[config.mk]
export PLATFORM = sky130hd
export DESIGN_NAME = multi_window_rate_limiter
export DESIGN_NICKNAME = d
export VERILOG_FILES = /design/src/rtl/mwrl_pkg.sv /design/src/rtl/mwrl_win_ram.sv /design/src/rtl/multi_window_rate_limiter.sv
export SDC_FILE = /design/constraint.sdc
export NUM_CORES = 2
export LEC_CHECK = 0
export BUFFER_PORTS_ARGS = -buffer_cell sky130_fd_sc_hd__buf_2
export CAP_MARGIN = 20
export CORE_MARGIN = 1
export CORE_UTILIZATION = 30
export CTS_BUF_LIST = sky130_fd_sc_hd__clkbuf_4 sky130_fd_sc_hd__clkbuf_8
export CTS_CLUSTER_SIZE = 20
export DETAILED_ROUTE_END_ITERATION = 10
export PLACE_DENSITY_LB_ADDON = 0.3
export SYNTH_ARGS = -nofsm -noshare
export SYNTH_HDL_FRONTEND = slang
export SYNTH_HIERARCHICAL = 1
export SYNTH_SLANG_ARGS = --single-unit
[constraint.sdc]
create_clock -name clock -period 13.8 [get_ports clock]
set_clock_uncertainty 0.15 [all_clocks]
set_input_delay 1.38 -clock clock [delete_from_list [all_inputs] [get_ports clock]]
set_output_delay 1.38 -clock clock [all_outputs]
set_load 0.02 [all_outputs]
[src/rtl/mwrl_pkg.sv]
package mwrl_pkg;

   localparam int NUM_POLICIES_DEF = 4;
   localparam int MAX_WINDOWS_DEF = 4;

   localparam int MS_PER_S = 1000;
   localparam logic [15:0] SKEW_RESET = 16'd250;
   localparam logic [47:0] T48 = 48'hFFFF_FFFF_FFFF;
   localparam logic [15:0] HIT_MAX = 16'hFFFF;

   localparam logic [2:0] FN_QUERY = 3'd0;
   localparam logic [2:0] FN_NOTE = 3'd1;
   localparam logic [2:0] FN_SEED = 3'd2;
   localparam logic [2:0] FN_OBSERVED = 3'd3;
   localparam logic [2:0] FN_STATE = 3'd4;
   localparam logic [2:0] FN_RETRY = 3'd5;

   typedef struct packed {
      logic [15:0] limit;
      logic [15:0] period;
      logic [15:0] hits;
      logic [47:0] start;
   } win_entry_type;

endpackage

[src/rtl/mwrl_win_ram.sv]
module mwrl_win_ram #(
   parameter int DEPTH = mwrl_pkg::NUM_POLICIES_DEF * mwrl_pkg::MAX_WINDOWS_DEF,
   parameter int AW = (DEPTH > 1) ? $clog2(DEPTH) : 1
) (
   input  logic                   clock,
   input  logic                   wr_en,
   input  logic [AW-1:0]          wr_addr,
   input  mwrl_pkg::win_entry_type wr_data,
   input  logic                   rd_en,
   input  logic [AW-1:0]          rd_addr,
   output mwrl_pkg::win_entry_type rd_data
);

   mwrl_pkg::win_entry_type mem [DEPTH];
   mwrl_pkg::win_entry_type rd_data_ff;

   always_ff @(posedge clock) begin
      if (wr_en) begin
         mem[wr_addr] <= wr_data;
      end
   end

   always_ff @(posedge clock) begin
      if (rd_en) begin
         rd_data_ff <= mem[rd_addr];
      end
   end

   assign rd_data = rd_data_ff;

endmodule

[src/rtl/multi_window_rate_limiter.sv]
// multi-window fixed-window rate limiter, one set of windows per policy
//
// req_ channel: one transfer per item (func, policy, now_ms, rule fields).
// rsp_ channel: exactly one transfer per item, rsp_wait_ms and rsp_rule_dropped.
// csr_ channel: writes skew_margin_ms; csr_ready is always high, write only
// while no item is in flight.
//
// the window state lives in a single-port-write, registered-read ram; an item
// walks the windows of its policy one at a time, each through read, end time,
// compare and write back. no window is walked for retry-after items, seed
// rules and rules that find staging full; a rule item adds a staging step
// and, on commit, a write per staged rule. one item is worked on at a time
// and req_stall is high while it is.
//
// the result sits in an output register: a stalled receiver holds it, and the
// next item is taken meanwhile, waiting only to hand over its own result.
// synchronous reset clears the window counts, block times, staging count and
// sets skew_margin_ms to 250; no clearing pass, the ram is ready at once.
module multi_window_rate_limiter #(
   parameter int NUM_POLICIES = mwrl_pkg::NUM_POLICIES_DEF,
   parameter int MAX_WINDOWS = mwrl_pkg::MAX_WINDOWS_DEF
) (
   input  logic        clock,
   input  logic        reset,
   input  logic        req_valid,
   output logic        req_stall,
   input  logic [2:0]  req_func,
   input  logic [1:0]  req_policy,
   input  logic [47:0] req_now_ms,
   input  logic [15:0] req_rule_limit,
   input  logic [15:0] req_window_period,
   input  logic [15:0] req_observed_hits,
   input  logic [15:0] req_seconds,
   input  logic        req_run_first,
   input  logic        req_run_last,
   output logic        rsp_valid,
   input  logic        rsp_stall,
   output logic [47:0] rsp_wait_ms,
   output logic        rsp_rule_dropped,
   input  logic        csr_valid,
   output logic        csr_ready,
   input  logic [15:0] csr_data
);

   localparam int DEPTH = NUM_POLICIES * MAX_WINDOWS;
   localparam int AW = (DEPTH > 1) ? $clog2(DEPTH) : 1;
   localparam int PIW = (NUM_POLICIES > 1) ? $clog2(NUM_POLICIES) : 1;
   localparam int CW = $clog2(MAX_WINDOWS + 1);
   localparam int KW = (MAX_WINDOWS > 1) ? $clog2(MAX_WINDOWS) : 1;

   localparam logic [3:0] ST_IDLE = 4'd0;
   localparam logic [3:0] ST_M1 = 4'd1;
   localparam logic [3:0] ST_M2 = 4'd2;
   localparam logic [3:0] ST_RD = 4'd3;
   localparam logic [3:0] ST_E1 = 4'd4;
   localparam logic [3:0] ST_E2 = 4'd5;
   localparam logic [3:0] ST_E3 = 4'd6;
   localparam logic [3:0] ST_APPEND = 4'd7;
   localparam logic [3:0] ST_COMMIT = 4'd8;
   localparam logic [3:0] ST_DONE = 4'd9;

   logic [3:0] state_ff, state_in;

   // latched item
   logic [2:0]  func_ff;
   logic [1:0]  policy_ff;
   logic [47:0] now_ff;
   logic [15:0] lim_ff, per_ff, obs_ff, secs_ff;
   logic        first_ff, last_ff;

   logic [15:0] skew_ff;
   logic [CW-1:0] count_ff [NUM_POLICIES];
   logic [47:0]   block_ff [NUM_POLICIES];

   logic [15:0] new_limit_ff [MAX_WINDOWS];
   logic [15:0] new_period_ff [MAX_WINDOWS];
   logic [15:0] new_hits_ff [MAX_WINDOWS];
   logic [47:0] new_start_ff [MAX_WINDOWS];
   logic [CW-1:0] new_count_ff;
   logic          seed_open_ff;

   logic [CW-1:0] n_ff, idx_ff, commit_c_ff;
   logic [25:0]   prod_ff;
   logic [47:0]   until_ff, delay_ff;
   logic          dropped_ff, match_ff, found_ff;
   logic [15:0]   found_hits_ff;
   logic [47:0]   found_start_ff;
   logic          bad_ff;

   mwrl_pkg::win_entry_type win_ff, rd_data, wr_data;
   logic [48:0] ends_ff, diff_ff;
   logic        closed_ff;

   logic          wr_en, rd_en;
   logic [AW-1:0] wr_addr, rd_addr, cur_addr;

   logic            rsp_valid_ff;
   logic [47:0]     rsp_delay_ff;
   logic            rsp_dropped_ff;

   logic [PIW-1:0] pidx;
   logic           is_rule, full_now, load_rsp;
   logic [CW-1:0]  cnt_new;
   logic [48:0]    until_sum;
   logic [49:0]    cand_sum;
   logic [47:0]    cand;
   logic [15:0]    hits_base;

   assign pidx = PIW'(policy_ff);
   assign is_rule = func_ff inside {mwrl_pkg::FN_SEED, mwrl_pkg::FN_OBSERVED};
   assign full_now = (new_count_ff >= CW'(MAX_WINDOWS));
   assign cnt_new = full_now ? new_count_ff : new_count_ff + CW'(1);
   assign cur_addr = AW'(int'(policy_ff) * MAX_WINDOWS + int'(idx_ff));
   assign until_sum = {1'b0, now_ff} + 49'(prod_ff);
   assign cand_sum = {1'b0, diff_ff} + 50'(skew_ff);
   assign cand = (cand_sum > 50'(mwrl_pkg::T48)) ? mwrl_pkg::T48 : cand_sum[47:0];
   assign hits_base = (win_ff.hits == 16'd0 || closed_ff) ? 16'd0 : win_ff.hits;
   assign load_rsp = (state_ff == ST_DONE) && (!rsp_valid_ff || !rsp_stall);

   assign req_stall = (state_ff != ST_IDLE);
   assign csr_ready = 1'b1;
   assign rsp_valid = rsp_valid_ff;
   assign rsp_wait_ms = rsp_delay_ff;
   assign rsp_rule_dropped = rsp_dropped_ff;

   assign rd_en = (state_ff == ST_RD);
   assign rd_addr = cur_addr;

   // write port: window write-back or list commit
   always_comb begin
      wr_en = 1'b0;
      wr_addr = cur_addr;
      wr_data = win_ff;
      if (state_ff == ST_E3) begin
         case (func_ff)
            mwrl_pkg::FN_NOTE: begin
               if (win_ff.period != 16'd0) begin
                  wr_en = 1'b1;
                  if (hits_base == 16'd0) begin
                     wr_data.start = now_ff;
                  end
                  wr_data.hits = (hits_base == mwrl_pkg::HIT_MAX) ? hits_base
                                                                  : hits_base + 16'd1;
               end
            end
            mwrl_pkg::FN_STATE: begin
               if (win_ff.period == per_ff) begin
                  wr_en = 1'b1;
                  if (win_ff.hits == 16'd0) begin
                     wr_data.start = now_ff;
                  end
                  if (obs_ff > win_ff.hits) begin
                     wr_data.hits = obs_ff;
                  end
               end
            end
            default: wr_en = 1'b0;
         endcase
      end else if (state_ff == ST_COMMIT) begin
         wr_en = 1'b1;
         wr_data.limit = new_limit_ff[KW'(idx_ff)];
         wr_data.period = new_period_ff[KW'(idx_ff)];
         wr_data.hits = new_hits_ff[KW'(idx_ff)];
         wr_data.start = new_start_ff[KW'(idx_ff)];
      end
   end

   mwrl_win_ram #(
      .DEPTH(DEPTH),
      .AW(AW)
   ) u_ram (
      .clock(clock),
      .wr_en(wr_en),
      .wr_addr(wr_addr),
      .wr_data(wr_data),
      .rd_en(rd_en),
      .rd_addr(rd_addr),
      .rd_data(rd_data)
   );

   always_comb begin
      state_in = state_ff;
      case (state_ff)
         ST_IDLE: if (req_valid) state_in = ST_M1;
         ST_M1: state_in = ST_M2;
         ST_M2: begin
            if (bad_ff || func_ff == mwrl_pkg::FN_RETRY) begin
               state_in = ST_DONE;
            end else if (is_rule) begin
               // a first rule empties staging, so it is never full for it
               if (func_ff == mwrl_pkg::FN_OBSERVED && (first_ff || !full_now) &&
                   n_ff != '0) begin
                  state_in = ST_RD;
               end else begin
                  state_in = ST_APPEND;
               end
            end else begin
               state_in = (n_ff != '0) ? ST_RD : ST_DONE;
            end
         end
         ST_RD: state_in = ST_E1;
         ST_E1: state_in = ST_E2;
         ST_E2: state_in = ST_E3;
         ST_E3: begin
            if (idx_ff + CW'(1) < n_ff) begin
               state_in = ST_RD;
            end else begin
               state_in = is_rule ? ST_APPEND : ST_DONE;
            end
         end
         ST_APPEND: begin
            if (last_ff && (!seed_open_ff || n_ff == '0) && cnt_new != '0) begin
               state_in = ST_COMMIT;
            end else begin
               state_in = ST_DONE;
            end
         end
         ST_COMMIT: if (idx_ff + CW'(1) == commit_c_ff) state_in = ST_DONE;
         ST_DONE: if (load_rsp) state_in = ST_IDLE;
         default: state_in = ST_IDLE;
      endcase
   end

   always_ff @(posedge clock) begin
      if (reset) begin
         state_ff <= ST_IDLE;
         skew_ff <= mwrl_pkg::SKEW_RESET;
         new_count_ff <= '0;
         seed_open_ff <= 1'b0;
         rsp_valid_ff <= 1'b0;
         for (int p = 0; p < NUM_POLICIES; p++) begin
            count_ff[p] <= '0;
            block_ff[p] <= '0;
         end
      end else begin
         state_ff <= state_in;
         if (csr_valid) begin
            skew_ff <= csr_data;
         end
         if (load_rsp) begin
            rsp_valid_ff <= 1'b1;
         end else if (!rsp_stall) begin
            rsp_valid_ff <= 1'b0;
         end
         if (state_ff == ST_M2 && !bad_ff && is_rule && first_ff) begin
            new_count_ff <= '0;
            seed_open_ff <= (func_ff == mwrl_pkg::FN_SEED);
         end
         if (state_ff == ST_APPEND) begin
            if (last_ff) begin
               new_count_ff <= '0;
               if ((!seed_open_ff || n_ff == '0) && cnt_new == '0) begin
                  count_ff[pidx] <= '0;
               end
            end else begin
               new_count_ff <= cnt_new;
            end
         end
         if (state_ff == ST_COMMIT && idx_ff + CW'(1) == commit_c_ff) begin
            count_ff[pidx] <= commit_c_ff;
         end
         if (load_rsp && !bad_ff && secs_ff != 16'd0 && until_ff > block_ff[pidx] &&
             (func_ff == mwrl_pkg::FN_RETRY || (func_ff == mwrl_pkg::FN_STATE && match_ff))) begin
            block_ff[pidx] <= until_ff;
         end
      end
   end

   always_ff @(posedge clock) begin
      if (state_ff == ST_IDLE && req_valid) begin
         func_ff <= req_func;
         policy_ff <= req_policy;
         now_ff <= req_now_ms;
         lim_ff <= req_rule_limit;
         per_ff <= req_window_period;
         obs_ff <= req_observed_hits;
         secs_ff <= req_seconds;
         first_ff <= req_run_first;
         last_ff <= req_run_last;
      end
      case (state_ff)
         ST_M1: begin
            bad_ff <= (int'(policy_ff) >= NUM_POLICIES) ||
                      (func_ff > mwrl_pkg::FN_RETRY);
            prod_ff <= 26'(secs_ff) * 26'(mwrl_pkg::MS_PER_S);
            n_ff <= count_ff[pidx];
            idx_ff <= '0;
            delay_ff <= '0;
            dropped_ff <= 1'b0;
            match_ff <= 1'b0;
            found_ff <= 1'b0;
         end
         ST_M2: begin
            until_ff <= (until_sum > 49'(mwrl_pkg::T48)) ? mwrl_pkg::T48 : until_sum[47:0];
            if (func_ff == mwrl_pkg::FN_QUERY && block_ff[pidx] > now_ff) begin
               delay_ff <= block_ff[pidx] - now_ff;
            end
         end
         ST_E1: begin
            win_ff <= rd_data;
            ends_ff <= {1'b0, rd_data.start} +
                       49'(26'(rd_data.period) * 26'(mwrl_pkg::MS_PER_S));
         end
         ST_E2: begin
            closed_ff <= ({1'b0, now_ff} >= ends_ff);
            diff_ff <= ends_ff - {1'b0, now_ff};
         end
         ST_E3: begin
            idx_ff <= idx_ff + CW'(1);
            if (func_ff == mwrl_pkg::FN_QUERY && win_ff.limit != 16'd0 &&
                win_ff.period != 16'd0 && !closed_ff && win_ff.hits >= win_ff.limit &&
                cand > delay_ff) begin
               delay_ff <= cand;
            end
            if (func_ff == mwrl_pkg::FN_STATE && win_ff.period == per_ff) begin
               match_ff <= 1'b1;
            end
            if (func_ff == mwrl_pkg::FN_OBSERVED && !found_ff && win_ff.period == per_ff) begin
               found_ff <= 1'b1;
               found_hits_ff <= win_ff.hits;
               found_start_ff <= win_ff.start;
            end
         end
         ST_APPEND: begin
            idx_ff <= '0;
            commit_c_ff <= cnt_new;
            if (full_now) begin
               dropped_ff <= 1'b1;
            end else begin
               new_limit_ff[KW'(new_count_ff)] <= lim_ff;
               new_period_ff[KW'(new_count_ff)] <= per_ff;
               new_hits_ff[KW'(new_count_ff)] <= found_ff ? found_hits_ff : 16'd0;
               if (func_ff == mwrl_pkg::FN_SEED) begin
                  new_start_ff[KW'(new_count_ff)] <= '0;
               end else begin
                  new_start_ff[KW'(new_count_ff)] <= found_ff ? found_start_ff : now_ff;
               end
            end
         end
         ST_COMMIT: idx_ff <= idx_ff + CW'(1);
         default: begin
         end
      endcase
      if (load_rsp) begin
         rsp_delay_ff <= bad_ff ? 48'd0 : delay_ff;
         rsp_dropped_ff <= bad_ff ? 1'b0 : dropped_ff;
      end
   end

`ifndef ASSERT_OFF
   a_wr_states: assert property (@(posedge clock) disable iff (reset)
      wr_en |-> (state_ff == ST_E3 || state_ff == ST_COMMIT))
      else $error("window ram written outside write-back or commit");

   a_staging_bound: assert property (@(posedge clock) disable iff (reset)
      new_count_ff <= CW'(MAX_WINDOWS))
      else $error("staging count beyond window capacity");

   a_rsp_from_done: assert property (@(posedge clock) disable iff (reset)
      $rose(rsp_valid_ff) |-> $past(state_ff) == ST_DONE)
      else $error("result raised without a finished item");

   a_read_then_use: assert property (@(posedge clock) disable iff (reset)
      (state_ff == ST_E1) |-> $past(state_ff) == ST_RD)
      else $error("window data used without a read");
`endif

endmodule

==> metrics.cfg <==
[cts]
post_cts_buffers = 0
cts-buffers-inserted = 444
cts_hold_buf = 0
htree_levels = 5
insertion_delay_ns = 1.15
clk_pin_slew_ns = 0.07
clock_path_buffers = 4
cts_resized = 0
clkSinkCount = 2805
cts_tree = yes
clockRootBuffer = clkbuf_8

[finish]
syn_to_final_growth_pct = 13.8
nets = 8540
instances_no_fill = 13700
drive_gt1_share_pct = 20.3

[logic_synthesis]
async_flop_share_pct = 0
synth_area_leaders = edfxtp_1 68%, mux4_2 9.7%, ha_1 4.2%, fa_1 1.8%, nand2_1 1.4%
syn-cell-area_sq_mm = 0.123
yosysWarnings = 6
synthFlopType = edfxtp_1
yosys.area_share.simple_pct = 5.51
yosysSeqAreaShare_pct = 68.1
yosysTopAreaCellShare_pct = 67.6
muxShareOfSynthArea_pct = 10.3
synth_fa_ha_area_share_pct = 5.99
synth_area_leader_cell = edfxtp_1
syn_nets = 8051
synth_top_family_by_area = multiplexers
syn_avg_cell_area_sq_um = 16.7
synth_xor_area_share_pct = 1.79
synth_compound_area_share_pct = 6.03
synth_edf_count = 2776
netlist_instances = 7389
ys_seq_elements = 2805
synth.distinct_cells = 87

[drt]
first_pass_iters = 6
wirelength_mm = 363
viasPerCell = 5.12
drc_errors = 0
drt-initial-drc-count = 6578
drt.antenna.violating_nets = 0
wl_per_cell_um = 26.5
vias = 70100

[pwr]
p_clk_share_pct = 22.0
p_int_mw = 20.4
pwr-share-seq_pct = 35.4
pwr-share-comb_pct = 42.6
p_sw_mw = 12.4
leakage_nw = 47.5
powerDensity_mw_per_mm2 = 234
p_sw_share_pct = 37.9
ir_worst_vdd_mv = 0.324

[place]
dp_hpwl_mm = 233
dp_cells = 12900
gp_congestion = 0.894
port-buffer-count = 190

[run_status]
status = complete, no violations

[setup_path]
critPathLaunchType = register
arrival_ns = 8.52
worst_setup_path_end_kind = register
slowest_stage = or4b_2
required_ns = 14.43
cp_max_fo = 10
path_cells = fa_1 -> inv_1 -> fa_1 -> fa_1 -> inv_1 -> fa_1 -> ha_1 -> o21ai_0 -> a21boi_0 -> o21a_1 -> o211ai_1 -> a21oi_1 -> or4b_2 -> a31o_2 -> a21oi_1 -> xnor2_1 -> ha_1 -> a2111oi_0 -> a21oi_1 -> a21oi_1 -> nor2_1 -> nand3_1 -> xnor2_1
path_class = reg -> reg
slowest_delay_ns = 0.66

[global_route]
grt_overflow = 0
antenna_found_initial = 20
grt_pass1_vias = 71400
grt_max_degree = 134
grt_usage_pct = 17.1
grt_pass1_wl_mm = 516

[floorplan]
dieWidth_um = 643
floorplan.initialDensity_pct = 30.1
core_area_sq_mm = 0.409
pin_count = 192
die_h_um = 643
placementRows = 235
die-area_sq_mm = 0.413

[sta]
setup_violations = 0
totalNegativeSetupSlack_ns = 0
period_share_pct = 57.1
timing.final.hold_violations = 0
max_slew_margin_pct = 18.9
fmax_mhz = 127
worst_slew_pin_slew_ns = 1.22
period_needed_ns = 7.88
finalMaxSlewViolations = 0
rsz0062_at_grt = false

[worst_hold_path]
hold_class = in -> reg

[flow_run]
cap_violations = 0

==> synth_stat cells, drive strengths merged, types with 22 or more instances <==
cell / count
o21ai: 183
a21o: 132
and2: 42
o21a: 33
nor4: 31
mux2i: 70
nand2b: 47
inv: 342
nand3: 94
ha: 409
a222oi: 34
a21oi: 218
a22oi: 206
xor2: 97
mux4: 531
and3: 53
nor3: 215
edfxtp: 2776
nand2: 445
nand4: 64
dfxtp: 29
nor2: 367
buf: 124
o21bai: 30
a31oi: 30
a22o: 37
nor2b: 43
fa: 113
a221oi: 25
xnor2: 155
clkbuf: 195
a221o: 22
==> power by group through the flow <==
stage / combinational, mW / clock [mW] / sequential (mW)
3_5_place_dp: 14.0 / 0 / 11.8
6_report: 14.0 / 7.20 / 11.6
2_1_floorplan: 9.83 / 0 / 11.5
5_1_grt: 15.3 / 7.71 / 11.6
3_3_place_gp: 13.9 / 0 / 11.8
4_1_cts: 14.1 / 7.38 / 11.6
==> metrics by stage <==
stage	power [mW]	hold slack, ns	instance area, sq um	utilization (%)	setup slack [ns]
6_report	32.8	0.250	140000	34.3	5.92
5_1_grt	34.6	0.171	140000	34.3	5.38
4_1_cts	33.1	0.104	140000	34.3	5.87
3_5_place_dp	25.8	0.255	131000	32.1	5.94
3_3_place_gp	25.6	0.252	131000	32.1	5.91
2_1_floorplan	21.3	0.250	123000	-	2.59
==> registers in the layout (all words and copies together), names as in the netlist, 23 cells and up, named ones only <==
name            count
u_ram/rd_data      96
until_ff           48
ends_ff            46
diff_ff            49
win_ff             96
delay_ff           48
u_ram/mem        1536
new_hits_ff        64
prod_ff            23
new_limit_ff       64
rsp_wait_ms        48
now_ff             48
new_start_ff      192
block_ff          192
new_period_ff      64
found_start_ff     48
==> worst max-delay path, delay by kind of cell (launching register included) <==
| family | cells | cell delay, ns |
|---|---|---|
| fa+ha+maj | 6 | 2.69 |
| buf+inv | 2 | 0.12 |
| xor+xnor | 2 | 0.21 |
| flops | 1 | 0.55 |
| simple gates | 3 | 1.24 |
| compound gates | 10 | 2.64 |
==> cells by family after synthesis <==
kind of cell / Yosys count
DFF: 2805
and+or+nand+nor: 1460
other: 1
AOI/OAI and AO/OA: 1081
adders and majority gates: 522
xor gates and xnor gates: 252
buffers and inverters: 662
muxes: 606
==> final cells by class <==
class,instances,area (sq um)
diodes,4,10.0
clock buffers,595,7280
clock inverters,214,1670
fillers,39200,269000
inverters,343,1290
multi-input cells,3922,36800
flip-flops and latches,2805,84000
well taps,5451,6820
repair buffers,362,2400
==> cell usage in the layout, fill, tap and decap left out, types with 25 or more instances in the layout <==
cell,netlist,final
edfxtp_1,2776,2776
a31oi_1,30,30
a21oi_1,218,216
o21ai_0,179,166
nor2_1,367,352
mux2i_1,69,69
nor3_1,213,204
buf_2,32,191
a22o_1,37,37
clkinv_1,1,120
nor2b_1,43,40
fa_1,113,113
a221oi_1,25,25
inv_1,341,338
buf_4,20,157
o21a_1,33,33
a222oi_1,34,34
nor4_1,31,31
o21bai_1,30,30
and3_1,51,47
and2_1,40,40
nand3_1,94,94
dfxtp_1,29,25
clkinv_2,0,45
xor2_1,97,97
clkbuf_4,0,146
xnor2_1,155,155
nand4_1,64,64
nand2_1,445,445
a22oi_1,205,205
mux4_2,531,531
ha_1,409,409
clkbuf_8,0,449
nand2b_1,47,45
a21o_1,131,131
==> path summary, 6_finish.rpt <==
| kind | from | to | slack (ns) | cells after the start |
|---|---|---|---|---|
| max | u_ram/rd_data[66]$_DFFE_PP_ | ends_ff[32]$_DFFE_PP_ | 5.92 | 23 |
| min | req_observed_hits[14] | obs_ff[14]$_DFFE_PP_ | 0.25 | 1 |
| max reg2reg | u_ram/rd_data[66]$_DFFE_PP_ | ends_ff[32]$_DFFE_PP_ | 5.92 | 23 |
| min reg2reg | u_ram/rd_data[61]$_DFFE_PP_ | win_ff[61]$_DFFE_PP_ | 0.27 | 0 |
==> per-layer routing <==
layer  vias to the layer above  GRT usage (%)  wire, um
li1                      30200              -         -
met3                       564           2.82     23000
met2                      2527           28.8    178000
met4                        10           6.24     13700
met5                         -              0        67
met1                     36800           22.1    148000
Power figures use the tool's default switching activity.
